[src/sv/ppg_pkg.sv]
// Package for the plasma pixel generator: fixed-point constants, shared types,
// the sine table entry function and the channel byte mapping.
// No dependencies.
package ppg_pkg;

  localparam int IMAGE_WIDTH_DEF  = 128;
  localparam int IMAGE_HEIGHT_DEF = 128;
  localparam int SINE_DEPTH_DEF   = 1024;

  // Angles in Q.16 radians.
  localparam int PI_Q      = 205887;
  localparam int TWOPI_Q   = 411774;
  localparam int HALFPI_Q  = 102943;
  localparam int FOURPI_Q  = 823550;
  localparam int PHASE_G_Q = 135886;
  localparam int PHASE_B_Q = 271771;
  localparam int C033_Q    = 21627;

  // Every sine argument that could go negative gets this multiple of 2pi added so that it is never negative.
  localparam int ANG_OFF = 4 * TWOPI_Q;

  localparam int ANG_W     = 31;  // width of an offset, non-negative angle
  localparam int RED_W     = 19;  // width of an angle reduced into [0, 2pi)
  localparam int SIN_W     = 16;  // signed Q1.14 sine
  localparam int RECIP_S   = 40;  // shift of the 1/2pi reciprocal
  localparam int RECIP_M_W = 22;  // width of the 1/2pi reciprocal
  localparam int CX_W      = 28;  // signed width of the centre offsets
  localparam int ISQ_W     = 64;
  localparam int ISQ_STEPS = 32;
  localparam int MAP_N     = 128; // number of column or row codes

  typedef logic [ANG_W-1:0]        uang_t;
  typedef logic signed [SIN_W-1:0] sin_t;
  typedef logic signed [31:0]      sang_t;
  typedef sang_t                   map_tab_t [MAP_N];

  // Q1.14 sine of a quantized angle in [0, 2pi), by quarter-wave folding and a
  // Taylor series to the ninth power.
  function automatic sin_t sin_entry(input longint a_in);
    longint a;
    longint x2;
    longint term;
    longint sum;
    longint q;
    logic   neg;
    a   = a_in;
    neg = 1'b0;
    if (a >= PI_Q) begin
      neg = 1'b1;
      a   = a - PI_Q;
    end
    if (a > HALFPI_Q) begin
      a = PI_Q - a;
    end
    x2   = (a * a) >>> 16;
    term = a;
    sum  = a;
    term = ((term * x2) >>> 16) / 6;
    sum  = sum - term;
    term = ((term * x2) >>> 16) / 20;
    sum  = sum + term;
    term = ((term * x2) >>> 16) / 42;
    sum  = sum - term;
    term = ((term * x2) >>> 16) / 72;
    sum  = sum + term;
    if (sum < 0) begin
      sum = 0;
    end
    q = (sum + 2) >>> 2;
    if (q > 16384) begin
      q = 16384;
    end
    return neg ? SIN_W'(-q) : SIN_W'(q);
  endfunction

  // Maps a sine in [-1, 1] onto a byte, clamped at 255.
  function automatic logic [7:0] chan_byte(input sin_t s);
    logic signed [SIN_W:0] vs;
    logic [24:0]           c;
    logic [9:0]            cs;
    vs = (SIN_W+1)'(s) + (SIN_W+1)'(16384);
    c  = 25'(vs[SIN_W-1:0]) * 25'd255;
    cs = c[24:15];
    return (cs > 10'd255) ? 8'd255 : cs[7:0];
  endfunction

endpackage

[src/sv/ppg_isqrt.sv]
// Pipelined bitwise integer square root, one result bit per register stage.
// Depends on ppg_pkg for the word width and the step count.
module ppg_isqrt import ppg_pkg::*; (
  input  logic             clk,
  input  logic             rst_n,
  input  logic             en,
  input  logic             vld_i,
  input  logic [ISQ_W-1:0] val_i,
  output logic             vld_o,
  output logic [ISQ_W-1:0] root_o
);

  logic [ISQ_STEPS-1:0] vld_r;
  logic [ISQ_W-1:0]     res_r [ISQ_STEPS];
  logic [ISQ_W-1:0]     rem_r [ISQ_STEPS-1];

  always_ff @(posedge clk) begin
    if (!rst_n) begin
      vld_r <= '0;
    end else if (en) begin
      vld_r <= {vld_r[ISQ_STEPS-2:0], vld_i};
    end
  end

  for (genvar g = 0; g < ISQ_STEPS; g++) begin : g_step
    localparam logic [ISQ_W-1:0] BIT = ISQ_W'(1) << (ISQ_W - 2 - 2 * g);
    logic [ISQ_W-1:0] rem_in;
    logic [ISQ_W-1:0] res_in;
    logic [ISQ_W-1:0] trial;
    logic             take;

    if (g == 0) begin : g_first
      assign rem_in = val_i;
      assign res_in = '0;
    end else begin : g_next
      assign rem_in = rem_r[g-1];
      assign res_in = res_r[g-1];
    end

    assign trial = res_in + BIT;
    assign take  = (rem_in >= trial);

    always_ff @(posedge clk) begin
      if (en) begin
        res_r[g] <= take ? (res_in >> 1) + BIT : (res_in >> 1);
      end
    end

    // The remainder is not needed after the last step.
    if (g < ISQ_STEPS - 1) begin : g_rem
      always_ff @(posedge clk) begin
        if (en) begin
          rem_r[g] <= take ? rem_in - trial : rem_in;
        end
      end
    end
  end

  assign vld_o  = vld_r[ISQ_STEPS-1];
  assign root_o = res_r[ISQ_STEPS-1];

endmodule

[config.mk]
export PLATFORM = sky130hd
export DESIGN_NAME = ppg_isqrt
export DESIGN_NICKNAME = d
export VERILOG_FILES = /design/src/sv/ppg_pkg.sv /design/src/sv/ppg_isqrt.sv
export SDC_FILE = /design/constraint.sdc
export NUM_CORES = 2
export LEC_CHECK = 0
export BUFFER_PORTS_ARGS = -buffer_cell sky130_fd_sc_hd__buf_2
export CORE_MARGIN = 10
export CORE_UTILIZATION = 52
export CTS_BUF_LIST = sky130_fd_sc_hd__clkbuf_4
export DETAILED_ROUTE_END_ITERATION = 16
export PLACE_DENSITY = 0.68
export SYNTH_ARGS = -nofsm -noshare
export SYNTH_HDL_FRONTEND = slang
export SYNTH_SLANG_ARGS = --single-unit
[constraint.sdc]
create_clock -name clk -period 7.7 [get_ports clk]
set_input_delay 0.385 -clock clk [delete_from_list [all_inputs] [get_ports clk]]
set_output_delay 0.385 -clock clk [all_outputs]
set_load 0.02 [all_outputs]
==> results.sh <==
export IMPL_tritoncts_num_sinks=2544
export IMPL_dp_hpwl_um=214000
export IMPL_initialDrtViolationCount=7912
export IMPL_wire_per_inst_um=21.0
export IMPL_overflow=0
export IMPL_final_common_cell="edfxtp_1"
export IMPL_detail_route_antenna_nets=0
export IMPL_synth_async_sr_flop_share_pct=0
export IMPL_final_layout_size_suffix_gt1_share_pct=12.1
export IMPL_drt_total_wl_um=298000
export IMPL_dieArea_um2=255000
export IMPL_cp_start_kind="flip-flop"
export IMPL_place_ws_ns=3.28
export IMPL_initial_core_util_pct=52.1
export IMPL_grt_pass1_wl_um=457000
export IMPL_clock_tree_buffer_depth=4
export IMPL_cts_made_buffers=670
export IMPL_crit_path_max_fo=63
export IMPL_post_drt_via_cell_ratio=5.75
export IMPL_timing_critical_path_arrival_ns=5.72
export IMPL_synth_area_leader="edfxtp_1"
export IMPL_cts_htree_levels=6
export IMPL_setup_viol_count_final=0
export IMPL_final_worst_path_period_share_pct=58.9
export IMPL_netlist_area_um2=122000
export IMPL_synth_top_area_share_pct=61.7
export IMPL_grt_max_degree=193
export IMPL_detail_route_first_pass_iterations=6
export IMPL_crit_path_end_kind="flip-flop"
export IMPL_timing_max_slew_rel_slack_pct=9.67
export IMPL_status="finished, final reports clean"
export IMPL_synth_avg_cell_area_um2=12.5
export IMPL_clk_insertion_delay_late_ns=1.49
export IMPL_ys_warn_count=0
export IMPL_final_routed_drc_violation_total=0
export IMPL_required_ns=8.89
export IMPL_min_path_type="in2reg"
export IMPL_synth_top_cells_by_area="edfxtp_1 (62%), ha_1 (5.7%), xnor2_1 (3.2%)"
export IMPL_setup_slack_ns=3.17
export IMPL_vdd_drop_max_uv=189
export IMPL_yosysSeqAreaShare_pct=62.2
export IMPL_nNetsFinal=11200
export IMPL_synth_edff_count=2512
export IMPL_worstMarginPinSlew_ns=1.32
export IMPL_synth_ff_latch_count=2544
export IMPL_root_buffer_cell="clkbuf_4"
export IMPL_tritoncts_clock_tree="yes"
export IMPL_post_layout_cell_count=14200
export IMPL_power_density_nw_per_um2=289
export IMPL_cts_clk_slew_worst_paths_ns=0.06
export IMPL_design_core_area_um2=235000
export IMPL_die_width_um=505
export IMPL_post_place_cells=12900
export IMPL_fp_row_count=178
export IMPL_period_needed_ns=4.53
export IMPL_numPortBuffers=100
export IMPL_max_cap_violations=0
export IMPL_die_height_um=505
export IMPL_power_w=0.0394
export IMPL_hold_viol=0
export IMPL_netlist_cell_type_count=97
export IMPL_most_common_layout_cells="edfxtp_1 (2,512), clkbuf_4 (899), a21oi_1 (715)"
export IMPL_rsz0062_at_grt="false"
export IMPL_clock_skew_ns=0.157
export IMPL_postSynth_topFlopCell="edfxtp_1"
export IMPL_area_growth_synth_to_final_pct=11.4
export IMPL_leakage_nw=52.1
export IMPL_syn_inst=9805
export IMPL_finalWeightedCongestion=0.926
export IMPL_grt_antenna_before_repair=12
export IMPL_via_count=81600
export IMPL_number_of_global_route_vias_before_repair=79800
export IMPL_timing_final_max_slew_violations=0
export IMPL_clock_fmax_mhz=221
export IMPL_design_portCount=133
export IMPL_timing_setup_tns_ns=0
export IMPL_worst_setup_path_type="reg2reg"
export IMPL_globalRouteTotalUtil_pct=22.6
## per-stage QoR
step                cell area (µm²)  hold WS, ns  util, %
finish                       136000        0.160     58.1
floorplan                    122000        0.417        -
global placement             127000        0.422     53.9
detailed placement           127000        0.426     53.9
CTS                          136000     0.000633     58.1
global route                 136000       0.0679     58.1
## repair_timing
| item | in CTS | in global routing |
|---|---|---|
| hold buffers | 155 | 0 |
| hold endpoints to repair | 1060 | 0 |
| setup buffers | 0 | 0 |
| resized for setup | 0 | 0 |
## cell type report
| cell class | count | area [µm²] |
|---|---|---|
| fill | 19100 | 98400 |
| sequential | 2544 | 76100 |
| multi-input combinational | 6366 | 42800 |
| clock buffer | 899 | 6750 |
| tap | 3150 | 3940 |
| timing repair buffer | 307 | 2650 |
| inverter | 688 | 2580 |
| clock inverter | 241 | 1500 |
| antenna | 12 | 30.0 |
## kinds of logic after synthesis
logic type / Yosys count / synth area share, %
simple gates: 2889 / 12.2
mux: 132 / 1.17
flops: 2544 / 62.2
other cells: 1 / 0.00307
xor+xnor: 882 / 6.31
fa+ha+maj: 558 / 5.71
buf+inv: 926 / 2.97
compound gates: 1873 / 9.44
## routing by layer
layer	track usage [%]	routed length, µm
met1	30.9	129000
met2	36.8	142000
met3	4.41	20100
met4	6.26	6550
met5	0	41
## worst max-delay path: stages (launching register included)
cell	delay (ns)
edfxtp_1	0.41
ha_1	0.44
nand2_1	0.18
nor4_1	0.81
nand3_1	0.36
o31ai_1	0.50
nor4_1	0.11
nand2_2	0.08
buf_4	0.55
nand4_1	0.45
nor3b_1	0.36
xor2_1	0.10
## cells in the mapped netlist, types with 68 or more instances
master / n
edfxtp_1: 2512
a21oi_1: 716
nor2_1: 705
inv_1: 685
ha_1: 558
nand2_1: 543
xnor2_1: 449
xor2_1: 433
o21ai_0: 394
nor4_1: 352
nor3_1: 262
a21o_1: 207
clkbuf_1: 182
nand3_1: 177
nand4_1: 161
nand2b_1: 111
nor2b_1: 111
or3_1: 101
o21a_1: 95
mux2_2: 89
or4_1: 68
## sequential cells by signal, indices dropped and copies added (netlist names)
signal and count:
res_r 528, rem_r 1984, vld_r 32
## report_power, final
group          total, W  switching [W]  internal (W)  leakage [nW]
sequential       0.0190        0.00147        0.0176          24.4
combinational   0.00878        0.00518       0.00360          22.7
clock            0.0116        0.00558       0.00601          4.90
total            0.0394         0.0122        0.0272          52.1
## path summary, 6_finish.rpt
path	from	depth (start not counted)	end	slack (ns)
worst max-delay path	rem_r[1][786]	11	rem_r[1][874]	3.17
worst min-delay path	en	2	rem_r[1][109]	0.16
worst max register to register	rem_r[1][786]	11	rem_r[1][874]	3.17
worst min register to register	res_r[14][86]	0	res_r[15][21]	0.39
Power figures use the tool's default switching activity.
